### src/rtl/core/pffa_pkg.sv
package pffa_pkg;

  // Default pool geometry.
  localparam int FRAME_COUNT_DEF = 128;
  localparam int PAGE_SHIFT_DEF  = 21;

  // Fixed field widths of the request and result.
  localparam int REQ_W   = 8;
  localparam int CHAIN_W = 7;
  localparam int FRAME_W = 7;
  localparam int ADDR_W  = 28;
  localparam int STAT_W  = 2;

  // Request modes.
  localparam logic MODE_ALLOC = 1'b0;
  localparam logic MODE_FREE  = 1'b1;

  // Result status codes.
  localparam logic [STAT_W-1:0] STATUS_OK    = 2'd0;
  localparam logic [STAT_W-1:0] STATUS_ZERO  = 2'd1;
  localparam logic [STAT_W-1:0] STATUS_NOMEM = 2'd2;

  // One result as handed from the controller to the output stage.
  typedef struct packed {
    logic [STAT_W-1:0]  status;
    logic [FRAME_W-1:0] head_frame;
    logic [ADDR_W-1:0]  head_address;
  } res_t;

endpackage

### src/rtl/core/pffa_link_mem.sv
module pffa_link_mem
  import pffa_pkg::*;
#(
  parameter int FW = 7,
  parameter int LW = 8
) (
  input  logic          clk,
  input  logic          rd_en,
  input  logic [FW-1:0] rd_addr,
  output logic [LW-1:0] rd_data,
  input  logic          wr_en,
  input  logic [FW-1:0] wr_addr,
  input  logic [LW-1:0] wr_data
);

  logic [LW-1:0] mem [2**FW];

  // Write port.
  always_ff @(posedge clk) begin
    if (wr_en) begin
      mem[wr_addr] <= wr_data;
    end
  end

  // Registered read port.
  always_ff @(posedge clk) begin
    if (rd_en) begin
      rd_data <= mem[rd_addr];
    end
  end

endmodule

### src/rtl/core/pffa_out_stage.sv
module pffa_out_stage
  import pffa_pkg::*;
(
  input  logic               clk,
  input  logic               rst,
  input  logic               res_valid,
  input  res_t               res,
  output logic               res_ready,
  output logic               out_valid,
  input  logic               out_stall,
  output logic [STAT_W-1:0]  status,
  output logic [FRAME_W-1:0] head_frame,
  output logic [ADDR_W-1:0]  head_address
);

  res_t held;

  // The register may take a new result when it is empty or being drained.
  assign res_ready = !out_valid || !out_stall;

  // Valid flag of the output register.
  always_ff @(posedge clk) begin
    if (rst) begin
      out_valid <= 1'b0;
    end else if (res_ready) begin
      out_valid <= res_valid;
    end
  end

  // Result payload.
  always_ff @(posedge clk) begin
    if (res_ready && res_valid) begin
      held <= res;
    end
  end

  assign status       = held.status;
  assign head_frame   = held.head_frame;
  assign head_address = held.head_address;

endmodule

### src/rtl/core/pffa_ctrl.sv
module pffa_ctrl
  import pffa_pkg::*;
#(
  parameter int FRAME_COUNT = FRAME_COUNT_DEF,
  parameter int PAGE_SHIFT  = PAGE_SHIFT_DEF,
  parameter int FW          = 7,
  parameter int LW          = 8
) (
  input  logic               clk,
  input  logic               rst,
  input  logic               in_valid,
  output logic               in_stall,
  input  logic               mode,
  input  logic [REQ_W-1:0]   request_pages,
  input  logic [CHAIN_W-1:0] chain_head,
  output logic               rd_en,
  output logic [FW-1:0]      rd_addr,
  input  logic [LW-1:0]      rd_data,
  output logic               wr_en,
  output logic [FW-1:0]      wr_addr,
  output logic [LW-1:0]      wr_data,
  output logic               res_valid,
  output res_t               res,
  input  logic               res_ready
);

  localparam int CW   = REQ_W + LW;
  localparam int XW   = CHAIN_W + LW;
  localparam int SH_W = LW + PAGE_SHIFT + ADDR_W;
  localparam int HF_W = LW + FRAME_W;

  localparam logic [LW-1:0] NULL_LINK = LW'(FRAME_COUNT);

  localparam logic [1:0] S_INIT = 2'd0;
  localparam logic [1:0] S_IDLE = 2'd1;
  localparam logic [1:0] S_WALK = 2'd2;
  localparam logic [1:0] S_DONE = 2'd3;

  logic [1:0]       state, state_next;
  logic [FW-1:0]    init_idx;
  logic [LW-1:0]    free_head, free_head_next;
  logic [LW-1:0]    free_count, free_count_next;
  logic [FW-1:0]    tail, tail_next;
  logic [CW-1:0]    steps, steps_next;
  logic             op, op_next;
  logic [REQ_W-1:0] want, want_next;
  logic [FW-1:0]    chain, chain_next;
  res_t             res_next;

  logic [CW-1:0]    want_ext, count_ext, sum_ext, diff_ext;
  logic [XW-1:0]    chain_ext;
  logic [SH_W-1:0]  addr_sh;
  logic [HF_W-1:0]  frame_ext;
  logic             nx_null;
  logic             go_on;

  // Widened operands for compares and arithmetic.
  assign want_ext  = CW'(request_pages);
  assign count_ext = CW'(free_count);
  assign sum_ext   = count_ext + steps;
  assign diff_ext  = count_ext - CW'(want);
  assign chain_ext = XW'(chain_head);
  assign addr_sh   = SH_W'(free_head) << PAGE_SHIFT;
  assign frame_ext = HF_W'(free_head);
  assign nx_null   = rd_data >= NULL_LINK;

  // The walk goes on while links remain and the step bound is not reached.
  always_comb begin
    if (op == MODE_ALLOC) begin
      go_on = (steps < CW'(want)) && !nx_null;
    end else begin
      go_on = (steps < CW'(FRAME_COUNT)) && !nx_null;
    end
  end

  assign in_stall  = state != S_IDLE;
  assign res_valid = state == S_DONE;

  // Sequencer: init sweep, request intake, link walk and result handoff.
  always_comb begin
    state_next      = state;
    free_head_next  = free_head;
    free_count_next = free_count;
    tail_next       = tail;
    steps_next      = steps;
    op_next         = op;
    want_next       = want;
    chain_next      = chain;
    res_next        = res;
    rd_en           = 1'b0;
    rd_addr         = tail;
    wr_en           = 1'b0;
    wr_addr         = tail;
    wr_data         = NULL_LINK;
    unique case (state)
      S_INIT: begin
        // Link every frame to the next one; the last gets the null code.
        wr_en   = 1'b1;
        wr_addr = init_idx;
        wr_data = LW'(init_idx) + LW'(1);
        if (init_idx == FW'(FRAME_COUNT - 1)) begin
          state_next = S_IDLE;
        end
      end
      S_IDLE: begin
        if (in_valid) begin
          op_next    = mode;
          want_next  = request_pages;
          steps_next = CW'(1);
          res_next   = '{status: STATUS_OK, head_frame: '0, head_address: '0};
          if (mode == MODE_ALLOC) begin
            if (request_pages == '0) begin
              res_next.status = STATUS_ZERO;
              state_next      = S_DONE;
            end else if (want_ext > count_ext || free_head >= NULL_LINK) begin
              res_next.status = STATUS_NOMEM;
              state_next      = S_DONE;
            end else begin
              tail_next  = free_head[FW-1:0];
              rd_en      = 1'b1;
              rd_addr    = free_head[FW-1:0];
              state_next = S_WALK;
            end
          end else begin
            if (chain_ext >= XW'(FRAME_COUNT)) begin
              state_next = S_DONE;
            end else begin
              tail_next  = chain_ext[FW-1:0];
              chain_next = chain_ext[FW-1:0];
              rd_en      = 1'b1;
              rd_addr    = chain_ext[FW-1:0];
              state_next = S_WALK;
            end
          end
        end
      end
      S_WALK: begin
        if (go_on) begin
          // Step to the next frame and fetch its link.
          tail_next  = rd_data[FW-1:0];
          steps_next = steps + CW'(1);
          rd_en      = 1'b1;
          rd_addr    = rd_data[FW-1:0];
        end else if (op == MODE_ALLOC) begin
          // Detach the chain: its tail gets null, the rest becomes the list.
          wr_en                 = 1'b1;
          wr_data               = NULL_LINK;
          free_head_next        = rd_data;
          free_count_next       = diff_ext[LW-1:0];
          res_next.head_frame   = frame_ext[FRAME_W-1:0];
          res_next.head_address = addr_sh[ADDR_W-1:0];
          state_next            = S_DONE;
        end else begin
          // Splice the freed chain in front of the list.
          wr_en          = 1'b1;
          wr_data        = free_head;
          free_head_next = LW'(chain);
          if (sum_ext > CW'(FRAME_COUNT)) begin
            free_count_next = NULL_LINK;
          end else begin
            free_count_next = sum_ext[LW-1:0];
          end
          state_next = S_DONE;
        end
      end
      S_DONE: begin
        if (res_ready) begin
          state_next = S_IDLE;
        end
      end
      default: begin
        state_next = S_IDLE;
      end
    endcase
  end

  // Control state.
  always_ff @(posedge clk) begin
    if (rst) begin
      state      <= S_INIT;
      init_idx   <= '0;
      free_head  <= '0;
      free_count <= LW'(FRAME_COUNT);
    end else begin
      state      <= state_next;
      free_head  <= free_head_next;
      free_count <= free_count_next;
      if (state == S_INIT) begin
        init_idx <= init_idx + FW'(1);
      end
    end
  end

  // Working registers of the current request.
  always_ff @(posedge clk) begin
    tail  <= tail_next;
    steps <= steps_next;
    op    <= op_next;
    want  <= want_next;
    chain <= chain_next;
    res   <= res_next;
  end

endmodule

### src/rtl/core/page_frame_free_list_allocator_core.sv
// Allocate: a request for N pages visits N frames; failures skip the walk.
// Free: a chain of L frames visits L frames; an out-of-range head skips the walk.
// One request is worked at a time, so the next request is taken only after the
// last result is handed on; the walk reads one link memory entry a cycle.
// After reset the link memory is swept once, one entry per frame, before the
// first request is taken. Reset is synchronous and active high.
module page_frame_free_list_allocator_core
  import pffa_pkg::*;
#(
  parameter int FRAME_COUNT = FRAME_COUNT_DEF,
  parameter int PAGE_SHIFT  = PAGE_SHIFT_DEF
) (
  input  logic               clk,
  input  logic               rst,
  input  logic               in_valid,
  output logic               in_stall,
  input  logic               mode,
  input  logic [REQ_W-1:0]   request_pages,
  input  logic [CHAIN_W-1:0] chain_head,
  output logic               out_valid,
  input  logic               out_stall,
  output logic [STAT_W-1:0]  status,
  output logic [FRAME_W-1:0] head_frame,
  output logic [ADDR_W-1:0]  head_address
);

  localparam int FW = $clog2(FRAME_COUNT);
  localparam int LW = $clog2(FRAME_COUNT + 1);

  logic          rd_en;
  logic [FW-1:0] rd_addr;
  logic [LW-1:0] rd_data;
  logic          wr_en;
  logic [FW-1:0] wr_addr;
  logic [LW-1:0] wr_data;
  logic          res_valid;
  logic          res_ready;
  res_t          res;

  // Next-link memory holding the free list.
  pffa_link_mem #(
    .FW(FW),
    .LW(LW)
  ) u_mem (
    .clk    (clk),
    .rd_en  (rd_en),
    .rd_addr(rd_addr),
    .rd_data(rd_data),
    .wr_en  (wr_en),
    .wr_addr(wr_addr),
    .wr_data(wr_data)
  );

  // Request sequencer and list walker.
  pffa_ctrl #(
    .FRAME_COUNT(FRAME_COUNT),
    .PAGE_SHIFT (PAGE_SHIFT),
    .FW         (FW),
    .LW         (LW)
  ) u_ctrl (
    .clk          (clk),
    .rst          (rst),
    .in_valid     (in_valid),
    .in_stall     (in_stall),
    .mode         (mode),
    .request_pages(request_pages),
    .chain_head   (chain_head),
    .rd_en        (rd_en),
    .rd_addr      (rd_addr),
    .rd_data      (rd_data),
    .wr_en        (wr_en),
    .wr_addr      (wr_addr),
    .wr_data      (wr_data),
    .res_valid    (res_valid),
    .res          (res),
    .res_ready    (res_ready)
  );

  // Output register.
  pffa_out_stage u_out (
    .clk         (clk),
    .rst         (rst),
    .res_valid   (res_valid),
    .res         (res),
    .res_ready   (res_ready),
    .out_valid   (out_valid),
    .out_stall   (out_stall),
    .status      (status),
    .head_frame  (head_frame),
    .head_address(head_address)
  );

endmodule
### config.mk
export PLATFORM = sky130hd
export DESIGN_NAME = page_frame_free_list_allocator_core
export DESIGN_NICKNAME = d
export VERILOG_FILES = /design/src/rtl/core/pffa_pkg.sv /design/src/rtl/core/pffa_link_mem.sv /design/src/rtl/core/pffa_out_stage.sv /design/src/rtl/core/pffa_ctrl.sv /design/src/rtl/core/page_frame_free_list_allocator_core.sv
export SDC_FILE = /design/constraint.sdc
export NUM_CORES = 2
export LEC_CHECK = 0
export BUFFER_PORTS_ARGS = -buffer_cell sky130_fd_sc_hd__clkbuf_2
export CAP_MARGIN = 0
export CELL_PAD_IN_SITES_DETAIL_PLACEMENT = 0
export CELL_PAD_IN_SITES_GLOBAL_PLACEMENT = 1
export CORE_MARGIN = 1.5
export CORE_UTILIZATION = 35
export CTS_BUF_LIST = sky130_fd_sc_hd__clkbuf_4
export DETAILED_ROUTE_END_ITERATION = 6
export PLACE_DENSITY_LB_ADDON = 0.1
export REMOVE_ABC_BUFFERS = 1
export SYNTH_ARGS = -nofsm -noshare
export SYNTH_HDL_FRONTEND = slang
export SYNTH_HIERARCHICAL = 1
export SYNTH_SLANG_ARGS = --single-unit
### constraint.sdc
create_clock -name clk -period 9.7 [get_ports clk]
set_input_delay 1.94 -clock clk [delete_from_list [all_inputs] [get_ports clk]]
set_output_delay 1.94 -clock clk [all_outputs]
set_load 0.05 [all_outputs]
Word-level counts from Yosys, hierarchy flattened
Memories as Yosys holds them, arrays and structs flattened. A register that Yosys moved wholly into a read port is not among the register bits.
Index checks and enable logic that the tools add are counted.
{ "word_totals": {"n_memories": 1, "register_bits": 139, "ramBits": 1024, "inputBits": 20} }
{ "classes": {"bitwise": 2, "n_eq_ne": 11, "muxes": 44, "n_reduce_logical": 18, "n_lt_le_gt_ge": 7, "addsub": 5} }
{ "mem_list": {"columns": ["memory", "words", "word_bits", "rd", "rd_clocked_by_memory_dff", "wr", "line_no", "source"], "rows": [
  ["u_mem.mem", 128, 8, 1, 1, 1, "pffa_link_mem.sv:16", "logic [LW-1:0] mem [2**FW];"]
]} }
{ "ops": {"columns": ["operator", "count"], "rows": [
  ["35-bit 2-to-1 mux", 3],
  ["35-bit case mux with 2 select lines", 1],
  ["7-bit 2-to-1 mux", 7],
  ["8-bit 2-to-1 mux", 5],
  ["16-bit 2-to-1 mux", 2],
  ["16-bit case mux with 2 select lines", 1],
  ["16-bit by 1-bit adder with 16-bit output, second input constant", 1],
  ["8-bit by 16-bit adder with 16-bit output", 1],
  ["8-bit greater-or-equal comparator, second input constant", 2],
  ["16-bit by 8-bit > comparator with 1-bit output, second input constant", 1],
  ["16-bit by 8-bit less-than comparator with 1-bit output", 1],
  ["16-bit by 8-bit less-than comparator with 1-bit output, second input constant", 1],
  ["8-bit case mux with 2 select lines", 1],
  ["2-bit 2-to-1 mux", 7],
  ["7-bit case mux with 2 select lines", 1],
  ["1-bit 2-to-1 mux", 13],
  ["4-bit AND reduction", 3],
  ["7-bit by 1-bit adder with 8-bit output, second input constant", 1],
  ["7-bit by 8-bit greater-or-equal comparator with 1-bit output, second input constant", 1],
  ["8-bit > comparator", 1],
  ["8-bit zero test", 1],
  ["2-bit inequality test, second input constant", 4],
  ["2-bit case mux with 4 select lines", 1],
  ["8-bit subtractor", 1],
  ["15 further kinds", 26]
]} }

Logic depth before layout (Yosys ltp)
{ "depth": {"word_depth": 8, "ltp_mapped": 18, "mapped_depth_nobuf": 13} }

By module
Netlist, hierarchy kept.
{ "modules_own_cells": {"columns": ["mod", "area_per_inst_um2", "seq_area_each_um2", "cells_each", "instances"], "rows": [
  ["pffa_link_mem", 39745.6, 30989.7, 1635, 1],
  ["pffa_ctrl", 5136.2, 1871.8, 559, 1],
  ["pffa_out_stage", 1149.9, 1131.1, 42, 1]
]} }

Least setup slack after synthesis
Ideal clock, no wire load.
{ "synth_timing": {"path_kind": "register to register", "startpoint": "register u_ctrl.state[1]", "endpoint": "memory u_mem.mem[0][0] (data pin)", "required_time_ps": 8503, "arrival_time_ps": 6321, "setup_ps": 1197, "setup_slack_ps": 2182, "path_buffers": 2, "path_stages_with_launch": 7, "cell_sequence": "dfxtp_1 -> inv_1 -> ha_1 -> clkbuf_1 -> clkbuf_1 -> inv_1 -> o21ai_0"} }
{ "synth_via": {"elab_chain_len": 2, "word_cells_on_any_way": 3, "classes_between": "eq/ne: 1; mux: 1; reduce/logical: 1"} }
{ "synth_lines": {"columns": ["item", "line_no", "source"], "rows": [
  ["start, declared", "pffa_ctrl.sv:39", "logic [1:0] state, state_next;"],
  ["start signal, assigned", "pffa_ctrl.sv:185", "state <= state_next;"],
  ["2-bit == test / 2-bit zero test (equally long branches)", "pffa_ctrl.sv:95", "unique case (state)"],
  ["8-bit case mux with 2 select lines *", "pffa_ctrl.sv:95", null],
  ["net wr_data[0]", "page_frame_free_list_allocator_core.sv:35", "logic [LW-1:0] wr_data;"],
  ["end, declared", "pffa_link_mem.sv:16", null]
]} }
The timed path passes the listed nets; every way through them passes the cells marked *.

Worst setup path after layout
{ "layout_timing": {"startpoint": "input request_pages[5]", "endpoint": "register u_mem.rd_data[1], read port of u_mem.mem (data pin)"} }
{ "layout_via": {"elab_chain_len": 7, "word_cells_on_any_way": 13, "classes_between": "order compare: 1; mux: 10; reduce/logical: 2"} }
{ "layout_lines": {"columns": ["item", "line_no", "source"], "rows": [
  ["start, declared", "page_frame_free_list_allocator_core.sv:18", "input logic [REQ_W-1:0] request_pages,"],
  ["8-bit > comparator", "pffa_ctrl.sv:115", "end else if (want_ext > count_ext || free_head >= NULL_LINK) begin"],
  ["1-bit logical OR", "pffa_ctrl.sv:115", null],
  ["7-bit 2-to-1 mux", "pffa_ctrl.sv:115", null],
  ["7-bit 2-to-1 mux * (3 in series)", null, null],
  ["7-bit case mux with 2 select lines *", null, null],
  ["net rd_addr[0]", "page_frame_free_list_allocator_core.sv:31", "logic [FW-1:0] rd_addr;"],
  ["end, declared", "pffa_link_mem.sv:10", "output logic [LW-1:0] rd_data,"]
]} }
Marked as above.
A chain may end at the register's enable or synchronous reset.

==> flow_results.org <==
** Global route
- Via count of the first global-routing pass :: around 25,000
- For this run, the total global-route usage over all layers was measured as 0.181.
- Wire length of the first global-routing pass :: 172 mm
- Entering global routing, the biggest net connects 120 pins.
- Summed over all layers, the global routing overflow is 0.
- Initial antenna violation count :: 7

** Clocking
- Clock latency at the later pin of the worst-skew pair :: 1.24 ns
- Clock-pin slew on the worst setup and hold paths :: approximately 0.060 ns
- CTS H-Tree Depth :: 5
- Clock tree synthesis found a total of 1,143 sinks.
- Number of buffers inserted for hold repair after clock tree synthesis :: 0
- TritonCTS buffer count :: approximately 330
- Setup Fix Bufs, Post-CTS :: 0
- Buffers from clock root to sink, at most :: 4
- Post-cts sizing count :: 0
- Clock root buffer master :: clkbuf_4
- TritonCTS built the clock tree.

** Logic synthesis
- Number of enable-type register cells in the synthesized netlist :: 1,110
- Count of distinct cell types in the synthesized netlist :: 64
- Most used flip-flop cell after synthesis :: edfxtp_1
- Of the post-synthesis cell area, the dominant cell type holds 0.724.
- Synthesis handed over a netlist of ~2,200 instances.
- Count leader, synth :: edfxtp_1
- After synthesis, the most frequently instantiated cells are edfxtp_1, mux4_2, nor2_1.
- Counting flops and latches in the post-synthesis netlist gives ~1,100.
- Mapped cell area :: 46,000 um^2
- Async SR Flop Fraction :: 0
- The largest total area in the synthesized netlist belongs to edfxtp_1.
- Mapped Avg Cell Area :: 20.6 um^2
- Yosys attributes the largest share of cell area to edfxtp_1, mux4_2, nor2_1.
- During synthesis, Yosys emitted a total of 6 warnings.
- For this run, the register share of the synthesized area comes to 0.738.

** Floorplan
- In this run the horizontal extent of the chip is 366 um.
- In this run the count of I/O pins placed on the die edge is between 50 and 60.
- Vertical die dimension :: between 300 and 400 um
- Starting density of the core :: 0.354
- The floorplan has 132 rows.
- Core ar. :: roughly 130,000 um^2
- The die covers between 100,000 and 150,000 um^2.

** Place
- IO Port Bufs :: 58
- At the end of routability-driven placement, the weighted congestion stood at ~0.76.
- Detailed placer's ending HPWL :: 71.2 mm

** Setup path
- In this run the register-to-register setup slack is approximately 3.4 ns.
- The endpoint identified for the worst register-to-register timing path is u_mem/rd_data[1].
- The setup path with the least slack is of type input port to register.
- Worst path arrival time :: 7.34 ns
- RR Startpoint :: u_ctrl/state[0]
- Startpoint type of the worst setup path :: input port
- Endpoint required time on the critical path :: 10.66 ns
- R2R cell count :: 12
- Maximum fanout count along the critical path :: slightly above 90
- The worst setup path is captured at a register.

** Finish
- Area of all sequential standard cells :: 34,000 um^2
- Fraction of the core area covered by cells at the end of the flow :: 0.402
- Fill cell total of the finished layout :: between 10,000 and 15,000
- Area of the multi-input gates :: approximately 11,000 um^2
- Fraction of final layout cells with drive strength greater than 1 :: 0.357
- Area grow syn2layout :: 13.5%
- Net count reported at finish :: 2,604

** STA
- Post-route worst hold slack :: 0.423 ns
- Unrepaired setup endpoints after global routing :: no
- Hold Fails Final Rpt :: 0
- The max-slew violation count was 0.
- Setup violation total in the final timing report :: 0
- For the pin with the worst max-slew slack, the measured transition is between 1 and 1.5 ns.
- Final clock period utilization by the worst path :: 0.658
- Worst clock skew on the final layout :: 0.0863 ns
- Setup total negative slack on the finished layout was measured at 0 ns.
- Slew HR :: 0.109
- Shortest clock period the worst path allows after layout :: roughly 6.4 ns
- Peak Freq :: approximately 160 MHz

** Power and ir drop
- Leakage power figure :: 16.4 nW
- Final Total Pwr :: approximately 14 mW
- Dividing total power by cell area gives a power density of around 260 nW/um^2.
- The worst-case IR drop observed on VDD is roughly 0.20 mV.

** Drt
- WL final :: between 100 and 150 mm
- Post-DRT Antenna Nets :: 0
- Dividing the detail-routed via count by the number of cells gives just over 5.
- Number of DRC violations after detailed routing :: 0
- Number of search-and-repair iterations in the first detailed-routing pass :: 5
- Wire per inst :: between 20 and 30 um
- The first routing iteration left ~1,600 violations.
- Across all layers, the routed design uses between 20,000 and 25,000 vias.

** Worst hold path
- The worst hold path passes through 0 cells.
- Class of the worst hold path :: register to register
- Hold path startpoint :: u_ctrl/res[35]
- The worst hold path terminates at u_out/status[0].

** Flow run
- Max-capacitance violation count :: 0

** Status
- The flow ran to the end, and the final reports show no timing, DRC or antenna violations.
==> cell families (layout without fill, tap and decap cells) <==
logic type | count (synthesis) | after routing | share of synthesized area
multiplexers | 367 | 367 | 0.172
AO/OA/AOI/OAI | 118 | 118 | 0.0183
flip-flops | 1143 | 1143 | 0.738
XOR/XNOR | 33 | 33 | 0.00628
buffers and inverters | 173 | 676 | 0.0186
adder cells (fa/ha/maj) | 38 | 38 | 0.0107
other | 1 | 33 | 0.0000815
AND/OR/NAND/NOR | 363 | 363 | 0.0359
==> registers in the layout, summed over array words and instances (netlist names) <==
name                count
u_out/head_address     28
u_out/head_frame        7
u_ctrl/state            2
u_mem/mem            1024
u_ctrl/steps           16
u_mem/rd_data           8
u_ctrl/op               1
u_ctrl/want             8
u_ctrl/free_count       8
u_out/out_valid         1
u_out/status            2
u_ctrl/res              9
u_ctrl/free_head        8
u_ctrl/tail             7
u_ctrl/init_idx         7
u_ctrl/chain            7
==> final cells by class <==
type,count,area share
flip-flops and latches,1143,0.650
repair buffers,105,0.0137
clock inverters,66,0.00546
well taps,1742,0.0417
clock buffers,474,0.0681
inverters,31,0.00223
multi-input cells,940,0.218
diodes,12,0.000575
==> where the power goes <==
part	switching (mW)	internal (mW)
sequential	0.0971	6.06
clock	1.96	2.24
combinational	2.14	1.28
==> per-layer routing <==
layer,GRT usage,vias up,share of wire,routed length [um]
li1,-,10000,-,-
met1,0.240,12400,0.44,51800
met2,0.294,686,0.49,58100
met3,0.0387,241,0.049,5880
met4,0.0661,0,0.026,3040
met5,0,-,0,0
==> worst max-delay path by stage <==
stage | from | endpoint | slack [ns]
floorplan | request_pages[1] | u_mem/rd_data[0] | -17.50
global placement | request_pages[5] | u_mem/rd_data[1] | 1.97
detailed placement | request_pages[5] | u_mem/rd_data[1] | 2.05
CTS | u_ctrl/state[0] | u_mem/rd_data[1] | 3.22
global route | u_ctrl/state[0] | u_mem/rd_data[3] | 2.94
finish | request_pages[5] | u_mem/rd_data[1] | 3.32
==> cells in the final DEF, fill, tap and decap left out, drive strengths merged, types with 5 or more instances in the layout <==
cell    synthesis  routed
nand2b          8       8
mux4          336     336
buf            82      47
nor3           22      22
mux2i           8       8
ha             36      36
nand3          31      31
conb            1      21
a21o           10      10
o211ai         11      11
nor2          186     186
a32oi           5       5
and3            9       9
xnor2          16      16
xor2           17      17
diode           0      12
clkbuf         60     532
dfxtp          33      33
o21ai          31      31
mux2           23      23
a21oi          16      16
nand4          15      15
clkinv          1      63
nor2b          12      12
a211o           5       5
inv            30      33
edfxtp       1110    1110
a211oi         13      13
and2           11      11
nand2          51      51
==> worst max-delay path, stage by stage <==
cell	delay, ns
clkbuf_2	0.10
ha_1	0.31
a21o_1	0.19
a21oi_1	0.16
nor2b_1	0.07
o22ai_1	0.20
nand3_1	0.44
mux2_2	0.44
o211ai_1	0.20
buf_4	0.43
buf_12	0.52
mux4_2	0.61
mux4_2	0.56
mux4_2	0.54
mux2_2	0.29
==> stage by stage <==
| stage | setup slack [ns] | instances | instance area (um^2) |
|---|---|---|---|
| 2_1_floorplan | -17.50 | 2114 | 45400 |
| 3_3_place_gp | 1.97 | 3961 | 48400 |
| 3_5_place_dp | 2.05 | 3961 | 48400 |
| 4_1_cts | 3.22 | 4501 | 52200 |
| 5_1_grt | 2.94 | 4506 | 52300 |
| 6_report | 3.32 | 4513 | 52300 |
Note: power is estimated with default switching activity, not from simulation.
